[src/hw/rtl/nlf_pkg.sv]
`default_nettype none
// ----------------------------------------------------------------------------
// nlf_pkg
// Shared types and character codes for the newline line framer.
// ----------------------------------------------------------------------------
package nlf_pkg;

    localparam logic [7:0] CHAR_LF = 8'h0A;
    localparam logic [7:0] CHAR_CR = 8'h0D;

    localparam logic OP_BYTE     = 1'b0;
    localparam logic OP_OVERFLOW = 1'b1;

    localparam logic KIND_LINE  = 1'b0;
    localparam logic KIND_FAULT = 1'b1;

    // controller to datapath
    typedef struct packed {
        logic load_in;
        logic write_byte;
        logic clr_len;
        logic set_disc;
        logic clr_disc;
        logic rst_idx;
        logic rd_en;
        logic inc_idx;
        logic load_fault;
        logic load_line;
    } cmd_t;

    // datapath to controller
    typedef struct packed {
        logic is_overflow;
        logic is_lf;
        logic is_cr;
        logic discarding;
        logic len_zero;
        logic len_full;
        logic last_idx;
        logic out_free;
    } sts_t;

endpackage
`default_nettype wire

[src/hw/rtl/nlf_ram.sv]
`default_nettype none
// ----------------------------------------------------------------------------
// nlf_ram
// Generic simple dual-port RAM, one write and one registered read port.
// ----------------------------------------------------------------------------
module nlf_ram #(
    parameter int WIDTH = 8,
    parameter int DEPTH = 64
) (
    input  wire logic                     clk,
    input  wire logic                     wr_en,
    input  wire logic [$clog2(DEPTH)-1:0] wr_addr,
    input  wire logic [WIDTH-1:0]         wr_data,
    input  wire logic                     rd_en,
    input  wire logic [$clog2(DEPTH)-1:0] rd_addr,
    output logic      [WIDTH-1:0]         rd_data
);

    logic [WIDTH-1:0] mem [DEPTH];

    always_ff @(posedge clk)
    begin
        if (wr_en)
        begin
            mem[wr_addr] <= wr_data;
        end
        if (rd_en)
        begin
            rd_data <= mem[rd_addr];
        end
    end

endmodule
`default_nettype wire

[src/hw/rtl/nlf_ctrl.sv]
`default_nettype none
// ----------------------------------------------------------------------------
// nlf_ctrl
// Controller: decodes each accepted item and sequences line readout.
// ----------------------------------------------------------------------------
module nlf_ctrl (
    input  wire logic          clk,
    input  wire logic          rst_n,
    input  wire logic          in_valid,
    output logic               in_ready,
    input  wire nlf_pkg::sts_t sts,
    output nlf_pkg::cmd_t      cmd
);

    import nlf_pkg::*;

    localparam logic [1:0] S_IDLE = 2'd0;
    localparam logic [1:0] S_EXEC = 2'd1;
    localparam logic [1:0] S_RD   = 2'd2;
    localparam logic [1:0] S_OUT  = 2'd3;

    logic [1:0] state_reg;
    logic [1:0] state_next;

    assign in_ready = (state_reg == S_IDLE);

    always_comb
    begin
        state_next = state_reg;
        cmd        = '0;
        unique case (state_reg)
            S_IDLE:
            begin
                if (in_valid)
                begin
                    cmd.load_in = 1'b1;
                    state_next  = S_EXEC;
                end
            end
            S_EXEC:
            begin
                priority if (sts.is_overflow || (!sts.discarding && !sts.is_cr &&
                                                 !sts.is_lf && sts.len_full))
                begin
                    // fault: needs the output slot
                    if (sts.out_free)
                    begin
                        cmd.load_fault = 1'b1;
                        cmd.clr_len    = 1'b1;
                        cmd.set_disc   = 1'b1;
                        state_next     = S_IDLE;
                    end
                end
                else if (sts.discarding)
                begin
                    cmd.clr_disc = sts.is_lf;
                    state_next   = S_IDLE;
                end
                else if (sts.is_cr)
                begin
                    state_next = S_IDLE;
                end
                else if (sts.is_lf)
                begin
                    if (sts.len_zero)
                    begin
                        state_next = S_IDLE;
                    end
                    else
                    begin
                        cmd.rst_idx = 1'b1;
                        state_next  = S_RD;
                    end
                end
                else
                begin
                    cmd.write_byte = 1'b1;
                    state_next     = S_IDLE;
                end
            end
            S_RD:
            begin
                cmd.rd_en  = 1'b1;
                state_next = S_OUT;
            end
            S_OUT:
            begin
                if (sts.out_free)
                begin
                    cmd.load_line = 1'b1;
                    cmd.inc_idx   = 1'b1;
                    if (sts.last_idx)
                    begin
                        cmd.clr_len = 1'b1;
                        state_next  = S_IDLE;
                    end
                    else
                    begin
                        state_next = S_RD;
                    end
                end
            end
            default:
            begin
                state_next = S_IDLE;
            end
        endcase
    end

    always_ff @(posedge clk or negedge rst_n)
    begin
        if (!rst_n)
        begin
            state_reg <= S_IDLE;
        end
        else
        begin
            state_reg <= state_next;
        end
    end

endmodule
`default_nettype wire

[src/hw/rtl/nlf_dp.sv]
`default_nettype none
// ----------------------------------------------------------------------------
// nlf_dp
// Datapath: input register, line store, length and index counters,
// discard flag and output register.
// ----------------------------------------------------------------------------
module nlf_dp #(
    parameter int LINE_BYTES = 64
) (
    input  wire logic          clk,
    input  wire logic          rst_n,
    input  wire logic          in_op,
    input  wire logic [7:0]    in_byte,
    input  wire nlf_pkg::cmd_t cmd,
    output nlf_pkg::sts_t      sts,
    output logic               out_valid,
    input  wire logic          out_ready,
    output logic               out_kind,
    output logic [7:0]         out_byte,
    output logic               out_last
);

    import nlf_pkg::*;

    localparam int W = $clog2(LINE_BYTES);

    logic         op_reg;
    logic [7:0]   byte_reg;
    logic [W-1:0] len_reg;
    logic [W-1:0] len_next;
    logic [W-1:0] idx_reg;
    logic [W-1:0] idx_next;
    logic         disc_reg;
    logic         disc_next;
    logic         ovalid_reg;
    logic         ovalid_next;
    logic         okind_reg;
    logic [7:0]   obyte_reg;
    logic         olast_reg;
    logic [7:0]   rd_data;
    logic         last_idx;

    nlf_ram #(
        .WIDTH(8),
        .DEPTH(LINE_BYTES)
    ) u_store (
        .clk    (clk),
        .wr_en  (cmd.write_byte),
        .wr_addr(len_reg),
        .wr_data(byte_reg),
        .rd_en  (cmd.rd_en),
        .rd_addr(idx_reg),
        .rd_data(rd_data)
    );

    assign last_idx = (({1'b0, idx_reg} + {{W{1'b0}}, 1'b1}) == {1'b0, len_reg});

    always_comb
    begin
        sts.is_overflow = (op_reg == OP_OVERFLOW);
        sts.is_lf       = (byte_reg == CHAR_LF);
        sts.is_cr       = (byte_reg == CHAR_CR);
        sts.discarding  = disc_reg;
        sts.len_zero    = (len_reg == '0);
        sts.len_full    = (len_reg == W'(LINE_BYTES - 1));
        sts.last_idx    = last_idx;
        sts.out_free    = !ovalid_reg || out_ready;
    end

    always_comb
    begin
        len_next = len_reg;
        if (cmd.clr_len)
        begin
            len_next = '0;
        end
        else if (cmd.write_byte)
        begin
            len_next = len_reg + W'(1);
        end

        idx_next = idx_reg;
        if (cmd.rst_idx)
        begin
            idx_next = '0;
        end
        else if (cmd.inc_idx)
        begin
            idx_next = idx_reg + W'(1);
        end

        disc_next = disc_reg;
        if (cmd.set_disc)
        begin
            disc_next = 1'b1;
        end
        else if (cmd.clr_disc)
        begin
            disc_next = 1'b0;
        end

        ovalid_next = ovalid_reg;
        if (cmd.load_fault || cmd.load_line)
        begin
            ovalid_next = 1'b1;
        end
        else if (out_ready)
        begin
            ovalid_next = 1'b0;
        end
    end

    always_ff @(posedge clk or negedge rst_n)
    begin
        if (!rst_n)
        begin
            len_reg    <= '0;
            idx_reg    <= '0;
            disc_reg   <= 1'b0;
            ovalid_reg <= 1'b0;
        end
        else
        begin
            len_reg    <= len_next;
            idx_reg    <= idx_next;
            disc_reg   <= disc_next;
            ovalid_reg <= ovalid_next;
        end
    end

    // payload registers
    always_ff @(posedge clk)
    begin
        if (cmd.load_in)
        begin
            op_reg   <= in_op;
            byte_reg <= in_byte;
        end
        if (cmd.load_fault)
        begin
            okind_reg <= KIND_FAULT;
            obyte_reg <= 8'h00;
            olast_reg <= 1'b0;
        end
        else if (cmd.load_line)
        begin
            okind_reg <= KIND_LINE;
            obyte_reg <= rd_data;
            olast_reg <= last_idx;
        end
    end

    assign out_valid = ovalid_reg;
    assign out_kind  = okind_reg;
    assign out_byte  = obyte_reg;
    assign out_last  = olast_reg;

endmodule
`default_nettype wire

[src/hw/rtl/newline_line_framer.sv]
`default_nettype none
// ----------------------------------------------------------------------------
// newline_line_framer
// Splits received serial bytes into newline-terminated lines, drops carriage
// returns and reports line overflow or receive overflow as a fault.
// ----------------------------------------------------------------------------
// an item is accepted only when the previous item is done; a fault waits for a free output slot
// a fault result goes from the input register to the output register; output stalls delay it
// a line of n bytes is read out of the store one byte at a time, each byte a
// registered read of the single line store (read state, then output state), so
// the line feed holds the input until the last byte is loaded for output
// reset clears the controller, length, index, discard flag and output valid only
module newline_line_framer #(
    parameter int LINE_BYTES = 64
) (
    input  wire logic       clk,
    input  wire logic       rst_n,
    input  wire logic       s_axis_tvalid,
    output logic            s_axis_tready,
    input  wire logic [7:0] s_axis_tdata,   // rx_byte[7:0]
    input  wire logic       s_axis_tuser,   // op
    output logic            m_axis_tvalid,
    input  wire logic       m_axis_tready,
    output logic [7:0]      m_axis_tdata,   // line_byte[7:0]
    output logic            m_axis_tuser,   // kind
    output logic            m_axis_tlast
);

    import nlf_pkg::*;

    cmd_t cmd;
    sts_t sts;

    nlf_ctrl u_ctrl (
        .clk     (clk),
        .rst_n   (rst_n),
        .in_valid(s_axis_tvalid),
        .in_ready(s_axis_tready),
        .sts     (sts),
        .cmd     (cmd)
    );

    nlf_dp #(
        .LINE_BYTES(LINE_BYTES)
    ) u_dp (
        .clk      (clk),
        .rst_n    (rst_n),
        .in_op    (s_axis_tuser),
        .in_byte  (s_axis_tdata),
        .cmd      (cmd),
        .sts      (sts),
        .out_valid(m_axis_tvalid),
        .out_ready(m_axis_tready),
        .out_kind (m_axis_tuser),
        .out_byte (m_axis_tdata),
        .out_last (m_axis_tlast)
    );

endmodule
`default_nettype wire

[config.mk]
export PLATFORM = sky130hd
export DESIGN_NAME = newline_line_framer
export DESIGN_NICKNAME = d
export VERILOG_FILES = /design/src/hw/rtl/nlf_pkg.sv /design/src/hw/rtl/nlf_ram.sv /design/src/hw/rtl/nlf_ctrl.sv /design/src/hw/rtl/nlf_dp.sv /design/src/hw/rtl/newline_line_framer.sv
export SDC_FILE = /design/constraint.sdc
export NUM_CORES = 1
export LEC_CHECK = 0
export ABC_CLOCK_PERIOD_IN_PS = 4700
export BUFFER_PORTS_ARGS = -buffer_cell sky130_fd_sc_hd__buf_2
export CORE_ASPECT_RATIO = 0.6
export CORE_UTILIZATION = 50
export DETAILED_ROUTE_END_ITERATION = 8
export GPL_ROUTABILITY_DRIVEN = 0
export MAX_ROUTING_LAYER = met4
export PLACE_DENSITY_LB_ADDON = 0.15
export SLEW_MARGIN = 40
export SYNTH_ARGS = -nofsm -noshare
export SYNTH_HDL_FRONTEND = slang
export SYNTH_HIERARCHICAL = 1
export SYNTH_SLANG_ARGS = --single-unit
[constraint.sdc]
create_clock -name clk -period 4.7 [get_ports clk]
set_input_delay 0 -clock clk [delete_from_list [all_inputs] [get_ports clk]]
set_output_delay 0 -clock clk [all_outputs]
set_load 0.02 [all_outputs]
==> reports/results.txt <==
Synth Register Bits -> 555
Die H -> 164 µm
antenna-violating nets left -> 0
Vias/cell -> 6.25
clk_lat worst skew -> 570 ps
setup bufs post-CTS -> 0
Startpoint Class -> flip-flop
post-synthesis compound-gate area fraction -> 2.38%
first-pass GRT wire length -> 77100 µm
commonest non-fill, non-tap cells in the layout -> edfxtp_1 (529), mux4_2 (126), nor2_1 (90), clkbuf_16 (51), mux2i_1 (33)
CTS max path bufs -> 3
Worst Tran Pin Value -> 847 ps
unique cell type count in the Yosys netlist -> 58
Largest register FFs -> 512
# IOs -> 25
flop2flop setup slack -> 1050 ps
HP Class -> input port to async pin
synthesized cell area -> 22000 µm²
drt initial violations -> 1518
Critical Path Start -> u_dp/len_reg[1]
standard-cell rows -> 59
number of global-route vias before repair -> 10660
PD cells -> 425 nW/µm²
# DRC -> 0
fin crit period -> 3650 ps
crit path capture type -> flip-flop
CTS H-tree depth -> 2
Max Slew Vio Count -> 0
CP arrival -> 3840 ps
CTS tree -> done
Biggest register -> u_dp/u_store/mem
Leak -> 0.00736 µW
Crit-path slowest cell -> nor2_1
critical-path maximum fanout -> 15
R2R depth -> 8
grt ovf -> 0
Relative slew margins -> 43.3%
Port-buffer cells -> 24
PnR worst setup slack -> 1050 ps
WL/cell -> 29.6 µm
Achievable Freq -> 0.274 GHz
crit-path cells -> ha_1, nand3_1, nor2_1, nor4_1, and2_1, nor2b_1, nand3_1, nor2_1
Starting Density -> 50.7%
Max stage delay on crit path -> 790 ps
Final #Nets -> 1172
CTS Buf Count -> 49
XOR/XNOR Fraction of Synth Area -> 0.707%
combinational family with the most area after synthesis -> multiplexers
Syn Area/Cell -> 20.0 µm²
clk slew on worst S/H paths -> 60 ps
EDFF count, synth -> 529
worst flop-to-flop path startpoint -> u_dp/len_reg[1]
Sink Count -> 555
post-synthesis simple-gate area fraction -> 4.72%
synthesized instance count -> 1100
WHS -> -8.47 ps
Most used DFF post-synth -> edfxtp_1
routed wire length -> 52500 µm
Resized cells post-CTS -> 0
largest net degree at the start of global routing -> 71
total number of vias -> 11073
fin crit share -> 77.6%
CTS root buffer -> clkbuf_16
share of layout cells above drive strength 1 -> 24.7%
RSZ-0062 raised after global routing -> no
Fin Clk Skew -> 14.7 ps
net count after synthesis -> 1116
initial antenna violation count -> 0
worst reg2reg path endpoint -> u_dp/u_store/mem[38][0]
TNS Setup -> 0 ps
Max Cap Viol -> 0
Final Hold Vio Count -> 16
Worst VDD drop -> 0.408 mV
width of the chip -> 273 µm
outcome -> finished, violations left
Synth Warn # -> 6
dpl ws -> 1120 ps
global-route usage over all layers -> 25.1%
Die Area -> 44800 µm²
post-layout total power -> 10400 µW
Layout area overhead -> 11.4%
most common cell after layout, fill and taps aside -> edfxtp_1
CP required -> 4900 ps
async set-reset flop share out of synthesis -> 2.88%
antenna cells -> 0
# fillers -> 3230
Post-DP HPWL -> 32600 µm
failing checks -> negative hold slack
kind of critical path -> flip-flop to flip-flop
Seq/Total Area, Yosys -> 75.1%
First-pass DRT Iterations -> 5
mux share of post-synthesis cell area -> 15.1%
Core Area -> 43300 µm²
Final Setup Violations -> 0
area share of fa/ha/maj cells after synthesis -> 0.171%
==> Yosys cell counts, drive strengths merged (11+ instances only) <==
cell    count  area (µm²)
nor2      107         402
nor2b      15        93.8
mux4      126        2840
dfrtp      16         400
mux2i      33         330
buf        40         295
nor3       11        55.1
mux2       13         146
clkbuf     22        82.6
nand3      18        90.1
edfxtp    529       15900
nand2      30         113
==> where the power goes <==
part	internal, µW	switching (µW)	leakage (µW)
Sequential	5590	39.2	0.00505
Clock	2210	1780	0.000760
Combinational	267	497	0.00156
Total	8070	2310	0.00736
==> repair_timing <==
item                                   CTS  global route
hold buffers                            14             0
setup endpoints to repair                0             0
endpoints found under the hold margin   27             0
==> metrics by stage <==
step | instance area (µm²) | cells | utilization [%]
floorplan | 22000 | 1100 | -
global placement | 22600 | 1668 | 52.3
detailed placement | 22700 | 1670 | 52.4
CTS | 24400 | 1771 | 56.4
global route | 24400 | 1771 | 56.4
finish | 24400 | 1771 | 56.4
==> layer usage <==
layer	vias up	global-route usage [%]	wire, µm
li1	4587	-	-
met1	5913	40.6	25300
met2	511	32.0	21200
met3	62	6.23	5230
met4	0	4.49	777
met5	-	-	0
==> critical path, delay by kind of cell, from the launching register on <==
kind                       cells  cell delay [ps]
adders and majority gates      1              310
DFF                            1              550
and+or+nand+nor                7             2420
==> worst max-delay path by stage <==
| stage | end | slack (ps) |
|---|---|---|
| after floorplan | u_dp/u_store/mem[62][0] | 1380 |
| after detailed placement | u_dp/u_store/mem[38][3] | 1120 |
| final | u_dp/u_store/mem[38][0] | 1050 |
| after global placement | u_dp/u_store/mem[14][1] | 1210 |
| after CTS | u_dp/u_store/mem[38][2] | 1110 |
| after global routing | u_dp/u_store/mem[30][5] | 860 |
==> cell type report <==
| class | count | area [µm²] | area share [%] |
|---|---|---|---|
| multi-input combinational | 477 | 5110 | 20.9 |
| sequential | 555 | 16500 | 67.5 |
| timing repair buffer | 67 | 514 | 2.10 |
| clock buffer | 58 | 1300 | 5.33 |
| inverter | 6 | 22.5 | 0.0921 |
| tap | 579 | 724 | 2.96 |
| clock inverter | 29 | 270 | 1.11 |
==> cells by family (layout without fill, tap and decap cells) <==
| group | after synthesis | count (layout) |
|---|---|---|
| xor+xnor | 16 | 16 |
| simple gates | 221 | 221 |
| flops | 555 | 555 |
| compound gates | 65 | 65 |
| buf+inv | 68 | 160 |
| mux | 172 | 172 |
| fa+ha+maj | 3 | 3 |
(Power assumes the default switching activity.)
